$ cat src/sv/cbp_pkg.sv
// Shared types and constants for the chain bottleneck block.
`default_nettype none

package cbp_pkg;

  localparam int NODES      = 64;
  localparam int NODE_W     = 7;
  localparam int WEIGHT_W   = 20;
  localparam int BEST_W     = 24;
  localparam int TOTAL_W    = 6;
  localparam int MAX_CHAINS = 32;
  localparam int CHAIN_AW   = 5;
  localparam int Q_DEPTH    = 4;
  localparam int Q_AW       = 2;

  localparam logic [BEST_W-1:0] WEIGHT_START = 24'd9999999;

  typedef struct packed {
    logic                store;
    logic                last;
    logic [NODE_W-1:0]   src;
    logic [NODE_W-1:0]   dst;
    logic [WEIGHT_W-1:0] weight;
  } req_t;

  typedef struct packed {
    logic pop;
    logic clearing;
  } back_stat_t;

  typedef struct packed {
    logic                valid;
    logic [NODE_W-1:0]   succ;
    logic [WEIGHT_W-1:0] weight;
  } out_ent_t;

  typedef struct packed {
    logic [NODE_W-1:0]   start_n;
    logic [NODE_W-1:0]   end_n;
    logic [WEIGHT_W-1:0] min_w;
  } chain_ent_t;

  typedef enum logic [2:0] {
    ST_CLEAR,
    ST_LOAD,
    ST_SCAN,
    ST_SCHK,
    ST_WALK,
    ST_WCHK,
    ST_EMIT
  } back_state_t;

endpackage

`default_nettype wire

$ cat src/sv/cbp_front.sv
// Request intake: range check of edges and a short request queue.
`default_nettype none

module cbp_front (
  input  wire logic                         clk,
  input  wire logic                         rst_n,
  input  wire logic                         start,
  output logic                              busy,
  input  wire logic                         in_edge_present,
  input  wire logic [cbp_pkg::NODE_W-1:0]   in_source_node,
  input  wire logic [cbp_pkg::NODE_W-1:0]   in_dest_node,
  input  wire logic [cbp_pkg::WEIGHT_W-1:0] in_weight,
  input  wire logic                         in_last_edge,
  input  wire cbp_pkg::back_stat_t          stat,
  output logic                              q_valid,
  output cbp_pkg::req_t                     q_head
);

  cbp_pkg::req_t q_mem_r [cbp_pkg::Q_DEPTH];
  logic [cbp_pkg::Q_AW-1:0] wr_ptr_r, wr_ptr_nxt;
  logic [cbp_pkg::Q_AW-1:0] rd_ptr_r, rd_ptr_nxt;
  logic [cbp_pkg::Q_AW:0]   cnt_r, cnt_nxt;
  logic                     full, push, pop;
  logic                     src_ok, dst_ok;
  cbp_pkg::req_t            req;

  assign full    = (cnt_r == (cbp_pkg::Q_AW+1)'(cbp_pkg::Q_DEPTH));
  assign busy    = full || stat.clearing;
  assign push    = start && !busy;
  assign pop     = stat.pop;
  assign q_valid = (cnt_r != '0);
  assign q_head  = q_mem_r[rd_ptr_r];

  // classify: only in-range edges touch the tables
  assign src_ok = (in_source_node != '0) && (int'(in_source_node) <= cbp_pkg::NODES);
  assign dst_ok = (in_dest_node != '0) && (int'(in_dest_node) <= cbp_pkg::NODES);

  always_comb begin
    req.store  = in_edge_present && src_ok && dst_ok;
    req.last   = in_last_edge;
    req.src    = in_source_node;
    req.dst    = in_dest_node;
    req.weight = in_weight;
  end

  always_comb begin
    wr_ptr_nxt = push ? wr_ptr_r + 1'b1 : wr_ptr_r;
    rd_ptr_nxt = pop ? rd_ptr_r + 1'b1 : rd_ptr_r;
    case ({push, pop})
      2'b10:   cnt_nxt = cnt_r + 1'b1;
      2'b01:   cnt_nxt = cnt_r - 1'b1;
      default: cnt_nxt = cnt_r;
    endcase
  end

  always_ff @(posedge clk) begin
    if (!rst_n) begin
      wr_ptr_r <= '0;
      rd_ptr_r <= '0;
      cnt_r    <= '0;
    end else begin
      wr_ptr_r <= wr_ptr_nxt;
      rd_ptr_r <= rd_ptr_nxt;
      cnt_r    <= cnt_nxt;
    end
  end

  always_ff @(posedge clk) begin
    if (push) begin
      q_mem_r[wr_ptr_r] <= req;
    end
  end

endmodule

`default_nettype wire

$ cat src/sv/cbp_back.sv
// Edge tables, chain scan and walk, result buffer and result output.
`default_nettype none

module cbp_back (
  input  wire logic                         clk,
  input  wire logic                         rst_n,
  input  wire logic                         cfg_we,
  input  wire logic [cbp_pkg::NODE_W-1:0]   cfg_wdata,
  input  wire logic                         q_valid,
  input  wire cbp_pkg::req_t                q_head,
  output cbp_pkg::back_stat_t               stat,
  output logic                              out_valid,
  output logic                              out_any_pair,
  output logic [cbp_pkg::NODE_W-1:0]        out_start_node,
  output logic [cbp_pkg::NODE_W-1:0]        out_end_node,
  output logic [cbp_pkg::WEIGHT_W-1:0]      out_min_weight,
  output logic [cbp_pkg::TOTAL_W-1:0]       out_total_pairs,
  output logic                              out_last
);

  localparam int AW = (cbp_pkg::NODES > 1) ? $clog2(cbp_pkg::NODES) : 1;
  localparam int NW = $clog2(cbp_pkg::NODES + 1);

  cbp_pkg::back_state_t state_r, state_nxt;

  cbp_pkg::out_ent_t  mem_out [cbp_pkg::NODES];
  logic               mem_in  [cbp_pkg::NODES];
  cbp_pkg::out_ent_t  rd_out_q;
  logic               rd_in_q;
  cbp_pkg::chain_ent_t chain_buf [cbp_pkg::MAX_CHAINS];

  logic [AW-1:0]                    rd_addr;
  logic                             wr_out_en, wr_in_en;
  logic [AW-1:0]                    wr_out_addr, wr_in_addr;
  cbp_pkg::out_ent_t                wr_out_data;
  logic                             wr_in_data;
  logic                             buf_we;
  cbp_pkg::chain_ent_t              buf_data;

  logic [cbp_pkg::NODE_W-1:0]       node_count_r;
  logic [NW-1:0]                    node_r, node_nxt;
  logic [NW-1:0]                    limit_r, limit_nxt;
  logic [NW-1:0]                    steps_r, steps_nxt;
  logic [cbp_pkg::NODE_W-1:0]       cur_r, cur_nxt;
  logic [cbp_pkg::BEST_W-1:0]       best_r, best_nxt;
  logic [cbp_pkg::TOTAL_W-1:0]      chains_r, chains_nxt;
  logic [cbp_pkg::CHAIN_AW-1:0]     emit_r, emit_nxt;
  logic [AW-1:0]                    clr_r, clr_nxt;

  logic                             ov_nxt, any_nxt, last_nxt;
  logic [cbp_pkg::NODE_W-1:0]       start_nxt, end_nxt;
  logic [cbp_pkg::WEIGHT_W-1:0]     minw_nxt;
  logic [cbp_pkg::TOTAL_W-1:0]      total_nxt;

  logic [NW-1:0]                    node_m1;
  logic [cbp_pkg::NODE_W-1:0]       cur_m1, src_m1, dst_m1;
  logic [cbp_pkg::BEST_W-1:0]       rd_w_ext;
  logic                             scan_done;
  logic                             emit_last;
  cbp_pkg::chain_ent_t              emit_ent;

  assign node_m1   = node_r - 1'b1;
  assign cur_m1    = cur_r - 1'b1;
  assign src_m1    = q_head.src - 1'b1;
  assign dst_m1    = q_head.dst - 1'b1;
  assign rd_w_ext  = cbp_pkg::BEST_W'(rd_out_q.weight);
  assign scan_done = (node_r == limit_r);
  assign emit_ent  = chain_buf[emit_r];
  assign emit_last = ((cbp_pkg::TOTAL_W'(emit_r) + 1'b1) == chains_r);

  always_comb begin
    state_nxt     = state_r;
    node_nxt      = node_r;
    limit_nxt     = limit_r;
    steps_nxt     = steps_r;
    cur_nxt       = cur_r;
    best_nxt      = best_r;
    chains_nxt    = chains_r;
    emit_nxt      = emit_r;
    clr_nxt       = clr_r;
    stat.pop      = 1'b0;
    stat.clearing = (state_r == cbp_pkg::ST_CLEAR);
    rd_addr       = AW'(node_m1);
    wr_out_en     = 1'b0;
    wr_out_addr   = AW'(src_m1);
    wr_out_data   = '{valid: 1'b1, succ: q_head.dst, weight: q_head.weight};
    wr_in_en      = 1'b0;
    wr_in_addr    = AW'(dst_m1);
    wr_in_data    = 1'b1;
    buf_we        = 1'b0;
    buf_data      = '{start_n: cbp_pkg::NODE_W'(node_r), end_n: cur_r,
                      min_w: best_r[cbp_pkg::WEIGHT_W-1:0]};
    ov_nxt        = 1'b0;
    any_nxt       = 1'b0;
    start_nxt     = '0;
    end_nxt       = '0;
    minw_nxt      = '0;
    total_nxt     = '0;
    last_nxt      = 1'b0;

    unique case (state_r)
      cbp_pkg::ST_CLEAR: begin
        wr_out_en   = 1'b1;
        wr_out_addr = clr_r;
        wr_out_data = '0;
        wr_in_en    = 1'b1;
        wr_in_addr  = clr_r;
        wr_in_data  = 1'b0;
        clr_nxt     = clr_r + 1'b1;
        if (clr_r == AW'(cbp_pkg::NODES - 1)) begin
          clr_nxt   = '0;
          state_nxt = cbp_pkg::ST_LOAD;
        end
      end
      cbp_pkg::ST_LOAD: begin
        if (q_valid) begin
          stat.pop  = 1'b1;
          wr_out_en = q_head.store;
          wr_in_en  = q_head.store;
          if (q_head.last) begin
            chains_nxt = '0;
            emit_nxt   = '0;
            node_nxt   = NW'(1);
            limit_nxt  = (int'(node_count_r) > cbp_pkg::NODES) ?
                         NW'(cbp_pkg::NODES) : NW'(node_count_r);
            state_nxt  = (node_count_r == '0) ? cbp_pkg::ST_EMIT : cbp_pkg::ST_SCAN;
          end
        end
      end
      cbp_pkg::ST_SCAN: begin
        state_nxt = cbp_pkg::ST_SCHK;
      end
      cbp_pkg::ST_SCHK: begin
        if (rd_out_q.valid && !rd_in_q) begin
          cur_nxt   = rd_out_q.succ;
          best_nxt  = (rd_w_ext < cbp_pkg::WEIGHT_START) ? rd_w_ext : cbp_pkg::WEIGHT_START;
          steps_nxt = NW'(1);
          state_nxt = cbp_pkg::ST_WALK;
        end else if (scan_done) begin
          state_nxt = cbp_pkg::ST_EMIT;
        end else begin
          node_nxt  = node_r + 1'b1;
          state_nxt = cbp_pkg::ST_SCAN;
        end
      end
      cbp_pkg::ST_WALK: begin
        rd_addr   = AW'(cur_m1);
        state_nxt = cbp_pkg::ST_WCHK;
      end
      cbp_pkg::ST_WCHK: begin
        if (!rd_out_q.valid) begin
          buf_we     = 1'b1;
          chains_nxt = chains_r + 1'b1;
          if (chains_r == cbp_pkg::TOTAL_W'(cbp_pkg::MAX_CHAINS - 1) || scan_done) begin
            state_nxt = cbp_pkg::ST_EMIT;
          end else begin
            node_nxt  = node_r + 1'b1;
            state_nxt = cbp_pkg::ST_SCAN;
          end
        end else if (steps_r == NW'(cbp_pkg::NODES)) begin
          // drop: walk entered a cycle
          if (scan_done) begin
            state_nxt = cbp_pkg::ST_EMIT;
          end else begin
            node_nxt  = node_r + 1'b1;
            state_nxt = cbp_pkg::ST_SCAN;
          end
        end else begin
          best_nxt  = (rd_w_ext < best_r) ? rd_w_ext : best_r;
          cur_nxt   = rd_out_q.succ;
          steps_nxt = steps_r + 1'b1;
          state_nxt = cbp_pkg::ST_WALK;
        end
      end
      cbp_pkg::ST_EMIT: begin
        ov_nxt = 1'b1;
        if (chains_r == '0) begin
          last_nxt  = 1'b1;
          state_nxt = cbp_pkg::ST_CLEAR;
        end else begin
          any_nxt   = 1'b1;
          start_nxt = emit_ent.start_n;
          end_nxt   = emit_ent.end_n;
          minw_nxt  = emit_ent.min_w;
          total_nxt = chains_r;
          last_nxt  = emit_last;
          emit_nxt  = emit_r + 1'b1;
          if (emit_last) begin
            state_nxt = cbp_pkg::ST_CLEAR;
          end
        end
      end
      default: begin
        state_nxt = cbp_pkg::ST_CLEAR;
      end
    endcase
  end

  always_ff @(posedge clk) begin
    if (!rst_n) begin
      state_r      <= cbp_pkg::ST_CLEAR;
      clr_r        <= '0;
      chains_r     <= '0;
      emit_r       <= '0;
      node_r       <= '0;
      limit_r      <= '0;
      node_count_r <= cbp_pkg::NODE_W'(64);
      out_valid    <= 1'b0;
    end else begin
      state_r   <= state_nxt;
      clr_r     <= clr_nxt;
      chains_r  <= chains_nxt;
      emit_r    <= emit_nxt;
      node_r    <= node_nxt;
      limit_r   <= limit_nxt;
      out_valid <= ov_nxt;
      if (cfg_we) begin
        node_count_r <= cfg_wdata;
      end
    end
  end

  always_ff @(posedge clk) begin
    steps_r         <= steps_nxt;
    cur_r           <= cur_nxt;
    best_r          <= best_nxt;
    out_any_pair    <= any_nxt;
    out_start_node  <= start_nxt;
    out_end_node    <= end_nxt;
    out_min_weight  <= minw_nxt;
    out_total_pairs <= total_nxt;
    out_last        <= last_nxt;
  end

  always_ff @(posedge clk) begin
    if (wr_out_en) begin
      mem_out[wr_out_addr] <= wr_out_data;
    end
    rd_out_q <= mem_out[rd_addr];
  end

  always_ff @(posedge clk) begin
    if (wr_in_en) begin
      mem_in[wr_in_addr] <= wr_in_data;
    end
    rd_in_q <= mem_in[rd_addr];
  end

  always_ff @(posedge clk) begin
    if (buf_we) begin
      chain_buf[chains_r[cbp_pkg::CHAIN_AW-1:0]] <= buf_data;
    end
  end

endmodule

`default_nettype wire

$ cat src/sv/chain_bottleneck_pairs.sv
// Top level of the chain bottleneck block: request queue and chain engine.
`default_nettype none

// Requests carry one directed weighted edge each and are taken at one per
// cycle through a four-entry queue while busy is low. The request marked
// last_edge starts a scan of nodes 1..node_count (capped at NODES), each
// node read in SCAN and SCHK and each edge walked along a chain (up to NODES
// per chain) in WALK and WCHK, over one read port of the edge table. Results
// follow on consecutive cycles, one per chain in start-node order (or one
// empty result), each marked by out_valid for a single cycle; the receiver
// cannot stall them, so it must take every strobe. After each run, and after
// reset, all NODES entries of the edge tables are wiped while busy stays high.
module chain_bottleneck_pairs (
  input  wire logic                         clk,
  input  wire logic                         rst_n,
  input  wire logic                         start,
  output logic                              busy,
  input  wire logic                         in_edge_present,
  input  wire logic [cbp_pkg::NODE_W-1:0]   in_source_node,
  input  wire logic [cbp_pkg::NODE_W-1:0]   in_dest_node,
  input  wire logic [cbp_pkg::WEIGHT_W-1:0] in_weight,
  input  wire logic                         in_last_edge,
  input  wire logic                         cfg_we,
  input  wire logic [cbp_pkg::NODE_W-1:0]   cfg_wdata,
  output logic                              out_valid,
  output logic                              out_any_pair,
  output logic [cbp_pkg::NODE_W-1:0]        out_start_node,
  output logic [cbp_pkg::NODE_W-1:0]        out_end_node,
  output logic [cbp_pkg::WEIGHT_W-1:0]      out_min_weight,
  output logic [cbp_pkg::TOTAL_W-1:0]       out_total_pairs,
  output logic                              out_last
);

  cbp_pkg::back_stat_t stat;
  cbp_pkg::req_t       q_head;
  logic                q_valid;

  cbp_front u_front (
    .clk            (clk),
    .rst_n          (rst_n),
    .start          (start),
    .busy           (busy),
    .in_edge_present(in_edge_present),
    .in_source_node (in_source_node),
    .in_dest_node   (in_dest_node),
    .in_weight      (in_weight),
    .in_last_edge   (in_last_edge),
    .stat           (stat),
    .q_valid        (q_valid),
    .q_head         (q_head)
  );

  cbp_back u_back (
    .clk            (clk),
    .rst_n          (rst_n),
    .cfg_we         (cfg_we),
    .cfg_wdata      (cfg_wdata),
    .q_valid        (q_valid),
    .q_head         (q_head),
    .stat           (stat),
    .out_valid      (out_valid),
    .out_any_pair   (out_any_pair),
    .out_start_node (out_start_node),
    .out_end_node   (out_end_node),
    .out_min_weight (out_min_weight),
    .out_total_pairs(out_total_pairs),
    .out_last       (out_last)
  );

endmodule

`default_nettype wire

$ cat config.mk
export PLATFORM = sky130hd
export DESIGN_NAME = chain_bottleneck_pairs
export DESIGN_NICKNAME = d
export VERILOG_FILES = /design/src/sv/cbp_pkg.sv /design/src/sv/cbp_front.sv /design/src/sv/cbp_back.sv /design/src/sv/chain_bottleneck_pairs.sv
export SDC_FILE = /design/constraint.sdc
export NUM_CORES = 2
export LEC_CHECK = 0
export BUFFER_PORTS_ARGS = -buffer_cell sky130_fd_sc_hd__buf_2
export CORE_ASPECT_RATIO = 1.5
export CORE_MARGIN = 1
export CORE_UTILIZATION = 40
export CTS_CLUSTER_SIZE = 25
export DETAILED_ROUTE_END_ITERATION = 7
export GPL_ROUTABILITY_DRIVEN = 0
export MAX_ROUTING_LAYER = met4
export PLACE_DENSITY = 0.54
export SETUP_SLACK_MARGIN = 0.2
export SYNTH_ARGS = -nofsm -noshare
export SYNTH_HDL_FRONTEND = slang
export SYNTH_SLANG_ARGS = --single-unit
$ cat constraint.sdc
create_clock -name clk -period 10.5 [get_ports clk]
set_input_delay 0.525 -clock clk [delete_from_list [all_inputs] [get_ports clk]]
set_output_delay 0.525 -clock clk [all_outputs]
set_load 0.05 [all_outputs]
# After elaboration in Yosys (flattened, before gate mapping)
# Memory sizes are Yosys's and may differ from the RTL's. A register that Yosys moved wholly into a read port is not among the register bits.
# Index checks and enable logic that the tools add are counted.
dict set report totals {
  ff_bits 95
  ramBits 3088
  in_bits 47
  output_inout_bits 44
  elab_cells 164
  memories 4
}
# name words width rd rd_ports_with_merged_regs wr line
set memory_table {}
lappend memory_table {u_back.mem_out 64 28 1 1 1 cbp_back.sv:26} ;# cbp_pkg::out_ent_t mem_out [cbp_pkg::NODES];
lappend memory_table {u_back.chain_buf 32 34 1 1 1 cbp_back.sv:30} ;# cbp_pkg::chain_ent_t chain_buf [cbp_pkg::MAX_CHAINS];
lappend memory_table {u_front.q_mem_r 4 36 1 1 1 cbp_front.sv:19} ;# cbp_pkg::req_t q_mem_r [cbp_pkg::Q_DEPTH];
lappend memory_table {u_back.mem_in 64 1 1 1 1 cbp_back.sv:27} ;# logic mem_in [cbp_pkg::NODES];
dict set report op_classes {
  n_addsub 14
  magnitude_cmp 5
  eq_ne 27
  mux 67
  n_bitwise 1
  n_reduce_logical 29
}
# op count
set op_table {}
lappend op_table {{$mux 24} 5}
lappend op_table {{$mux 7} 14}
lappend op_table {{$pmux 24 s2} 1}
lappend op_table {{$mux 6} 7}
lappend op_table {{$mux 3} 11}
lappend op_table {{$mux 28} 1}
lappend op_table {{$pmux 7 s2} 2}
lappend op_table {{$lt 20x24->1} 1}
lappend op_table {{$lt 20x24->1 const B} 1}
lappend op_table {{$sub 6x1->6 const B} 4}
lappend op_table {{$pmux 3 s7} 1}
lappend op_table {{$pmux 7 s3} 1}
lappend op_table {{$reduce_and 4->1} 4}
lappend op_table {{$mux 1} 15}
lappend op_table {{$mux 5} 3}
lappend op_table {{$add 7x1->7 const B} 2}
lappend op_table {{$le 7x7->1 const B} 2}
lappend op_table {{$reduce_bool 7->1} 2}
lappend op_table {{$add 6x1->6 const B} 2}
lappend op_table {{$eq 3x3->1 const B} 4}
lappend op_table {{$ne 2x2->1 const B} 6}
lappend op_table {{$pmux 6 s2} 1}
lappend op_table {{$pmux 5 s2} 1}
lappend op_table {{$ne 2x1->1 const B} 4}
lappend op_table {{other kinds (34)} 48}

# Logic depth before layout (Yosys ltp)
dict set report depth {
  word_depth 6
  depth_mapped 18
  mapped_depth_nobuf 11
}

# Modules after synthesis
# Synthesis repeated with hierarchy kept, for this count alone.
dict set report unflattened {
  hier_cells 6103
  area_unflattened_um2 120835.9
}
# module instances cells_each area_per_inst_um2 seq_area_each_um2
set modules_own_cells {}
lappend modules_own_cells {cbp_back 1 5855 115131.7 91687.9}
lappend modules_own_cells {cbp_front 1 248 5704.2 4504.3}

# Worst setup path before layout
# No wires, ideal clock.
dict set report synth_timing {
  kind {flip-flop to flip-flop}
  startpoint {register u_back.state_r[2]}
  endpoint {memory u_back.mem_out[0][22] (netlist bit), data pin}
  setup_time_ps 367
  arrival_time_ps 4135
  required_ps 10133
  path_slack_ps 5998
  stages_incl_launch_ff 7
  n_path_buf 3
  period_less_slack_ps 4502
  path_cell_list {dfxtp_1 -> buf_4 -> nor3_2 -> inv_2 -> clkbuf_1 -> clkbuf_1 -> and2_1}
}
# item line
set synth_lines {}
lappend synth_lines {{start: declaration} cbp_back.sv:24} ;# cbp_pkg::back_state_t state_r, state_nxt;
lappend synth_lines {{start signal: assignment} cbp_back.sv:201} ;# state_r <= cbp_pkg::ST_CLEAR;
lappend synth_lines {{start signal: assignment} cbp_back.sv:210} ;# state_r <= state_nxt;
lappend synth_lines {{end: declaration} cbp_back.sv:26}

# Worst setup path after layout
dict set report layout_timing {
  startpoint {register u_back.cur_r[0] (netlist bit)}
  endpoint {register u_back.rd_out_q[14] (netlist name)}
}
dict set report layout_between {
  elab_chain_len 2
}
# item line
set layout_lines {}
lappend layout_lines {{start: declaration} cbp_back.sv:44} ;# logic [cbp_pkg::NODE_W-1:0] cur_r, cur_nxt;
lappend layout_lines {{start signal: assignment} cbp_back.sv:225} ;# cur_r <= cur_nxt;
lappend layout_lines {{$sub 6x1->6} cbp_back.sv:63} ;# assign cur_m1 = cur_r - 1'b1;
lappend layout_lines {{$mux 6} cbp_back.sv:101} ;# unique case (state_r)
# Every way passes these cells.
# A chain may end at the register's enable or synchronous reset.

==> flow_summary_export.csv <==
group,metric,value,unit
run_status,status,"completed",
route,avgViaCountPerCell,5.89,
cts,post_cts_resize_count,0,
final_layout,final_cell_mix,"edfxtp_1 (3,118), and2_1 (473), a211oi_1 (459)",
cts,h-tree-depth,5,
final_layout,syn_to_final_growth,13.6,%
pwr,switching_share,0.194,
synthesis,postSynth.asyncResetShare,0,
worst_setup_path,critPathMaxFanout,114,
pwr,powerDensity,181,nW/um2
synthesis,synth_cells,6656,
grt,grt_max_degree,200,
floorplan,core,309000,um2
floorplan,die_h,684,um
worst_setup_path,crit_chain,"or4b_1 > o21a_4 > clkinv_8 > ha_4 > o211ai_1 > buf_12 > buf_4 > o221ai_1 > o22ai_1 > a22oi_1 > nand4_1",
timing,setup_viol,0,
timing,fmax,150,MHz
placed_design,numPortBuffers,90,
route,wirelength,345,mm
cts,cts-root-buf,"clkbuf_16",
worst_hold_path,hold_path.class,"primary input to flop",
synthesis,syn-num-nets,6740,
synthesis,netlist_area,124000,um2
synthesis,synth.ff_latch_count,3240,
pwr,p_sw,4.94,mW
worst_setup_path,crit_path_end_kind,"flop",
placed_design,detailed_place_hpwl,184,mm
timing,hold_viol,0,
route,drcViolationCount,0,
route,via_count,65700,
worst_setup_path,max_stage_delay,1.07,ns
synthesis,synth_cell_types,69,
cts,numCtsBuffers,323,
synthesis,ys_top_cells_by_area,"edfxtp_1 (76%), mux4_2 (6.8%), o221ai_1 (3.2%), a211oi_1 (2.8%), and2_1 (2.5%)",
floorplan,dieWidth,457,um
pwr,p_leak,43.0,nW
floorplan,num_rows,250,
route,wl_per_cell,31.0,um
worst_setup_path,cp_slowest_cell,"edfxtp_1",
route,drt_first_pass_iters,5,
grt,track_usage,0.224,
final_layout,regArea,96100,um2
synthesis,synth_top_area_share,0.755,
cts,cts_buffer_depth,4,
worst_setup_path,critical_path_class,"flop to flop",
timing,rsz0062_at_grt,"false",
timing,timing.final.crit_share,0.635,
timing,worstMarginPinSlew,1.44,ns
timing,tns,0,ns
floorplan,die_area,312000,um2
synthesis,yosysTopAreaCell,"edfxtp_1",
worst_setup_path,critPathRequiredTime,11.22,ns
grt,grt_pass1_vias,67800,
cts,cts_sinks,3240,
final_layout,fin_util,0.456,
final_layout,final_common_cell,"edfxtp_1",
worst_setup_path,cp_num_buf_inv,3,
pwr,p_int,20.5,mW
floorplan,ios,91,
final_layout,drive_gt1_frac,0.181,
final_layout,multi_input_area,26800,um2
pwr,seqPwrFrac,0.550,
worst_setup_path,start_kind,"flop",
grt,grt_antenna_before_repair,8,
synthesis,syn_avg_cell_area,18.6,um2
cts,clk_pin_slew,0.06,ns
timing,post-route-min-period,6.67,ns
cts,post_cts_buffers,0,
pwr,p_clk_frac,0.445,
timing,slew_headroom,0.0415,
pwr,peakVddDrop,0.124,mV
cts,cts_hold_buffers,42,
synthesis,synth_warnings,0,
timing,slew_viol_final,0,
synthesis,synth_edf_count,3118,
route,drtIter0Drc,6377,
synthesis,seq_area_frac_synth,0.775,
grt,grt_pass1_wl,492,mm
synthesis,ys.flop_type,"edfxtp_1",
timing,fin_skew,0.0443,ns
worst_setup_path,cp_top_family,"compound AO/OA/AOI/OAI gates",
final_layout,fillCellCount,26000,
route,ant_nets,0,
grt,grt-ovfl-total,0,
worst_setup_path,cp.arrival,7.39,ns
floorplan,initial_core_util,0.402,
final_layout,fin_nets,6950,
pwr,p_comb_frac,0.005,
cts,cts_tree,"yes",
run,cap_violations,0,
cts,insertion_delay,0.89,ns
-- synth_stat cells (all sizes together) (12+ instances only) --
cell type	number
clkbuf	338
xor2	23
edfxtp	3118
and2	499
nor2b	20
o22ai	230
xnor2	24
nand4	38
a22oi	114
dfxtp	122
a21oi	35
mux2i	52
buf	116
o221ai	453
nand3	24
a211oi	459
nor3b	13
nand2	86
or2	12
nor3	19
nor2	272
inv	43
mux4	376
ha	36
o21ai	30
-- final cells by class --
type                    count  share of cell area
diodes                     10            0.000178
clock buffers             413              0.0617
clock inverters           158              0.0105
inverters                  43             0.00125
multi-input cells        2919               0.190
flip-flops and latches   3240               0.682
well taps                4032              0.0358
repair buffers            339              0.0185
-- cells by family after synthesis --
group / after synthesis / synth area share
compound gates: 1373 / 0.0843
xor+xnor: 47 / 0.00338
fa+ha+maj: 37 / 0.00379
buf+inv: 497 / 0.0162
flops: 3240 / 0.775
mux: 429 / 0.0726
simple gates: 1033 / 0.0449
-- metrics by stage --
step,area (um2),power (mW),hold WS [ns],std cells,setup WS [ns]
after CTS,141000,25.7,0.0106,11100,3.85
after global placement,130000,14.4,0.464,10500,4.09
final,141000,25.5,0.0841,11200,3.83
after global routing,141000,26.2,0.0684,11100,3.70
after detailed placement,130000,14.4,0.454,10500,3.87
after floorplan,124000,14.3,0.386,6656,6.00
-- final timing paths --
check,startpoint,endpoint,slack [ns],cells past startpoint
max,u_back.cur_r[0]$_DFFE_PP_,u_back.rd_out_q[14]$_DFF_P_,3.83,11
min,in_edge_present,u_front.q_mem_r[2][35]$_DFFE_PP_,0.08,2
max reg2reg,u_back.cur_r[0]$_DFFE_PP_,u_back.rd_out_q[14]$_DFF_P_,3.83,11
min reg2reg,u_back.rd_out_q[17]$_DFF_P_,u_back.best_r[17]$_DFFE_PP_,0.49,0
-- power groups by stage --
stage | clock, mW | combinational, mW | sequential (mW)
after global placement | 0 | 0.114 | 14.3
after detailed placement | 0 | 0.116 | 14.3
final | 11.3 | 0.128 | 14.0
after global routing | 12.0 | 0.136 | 14.0
after floorplan | 0 | 0.0469 | 14.3
after CTS | 11.5 | 0.130 | 14.0
-- sequential cells by signal, summed over array words and instances (netlist names), 5 cells and up, named ones only --
register,count
u_back.mem_out,1792
u_back.chain_buf,1088
u_front.q_mem_r,140
u_back.mem_in,64
u_back.rd_out_q,28
u_back.best_r,20
u_back.out_min_weight,20
u_back.cur_r,7
u_back.limit_r,7
u_back.node_count_r,7
u_back.node_r,7
u_back.out_end_node,7
u_back.out_start_node,7
u_back.steps_r,7
u_back.chains_r,6
u_back.clr_r,6
u_back.out_total_pairs,6
u_back.emit_r,5
-- worst register-to-register path, stage by stage, from the launching register on --
cell and delay, ns:
edfxtp_1 1.07, or4b_1 0.26, o21a_4 0.53, clkinv_8 0.56, ha_4 0.97, o211ai_1 0.62
buf_12 0.41, buf_4 0.76, o221ai_1 0.33, o22ai_1 0.12, a22oi_1 0.75, nand4_1 0.16
-- metal layers --
layer,wire [um],vias up,global-route usage
met3,17900,540,0.0268
li1,-,28000,-
met4,11900,0,0.0749
met2,184000,2218,0.397
met5,0,-,-
met1,131000,34900,0.264
(Power assumes the default switching activity.)
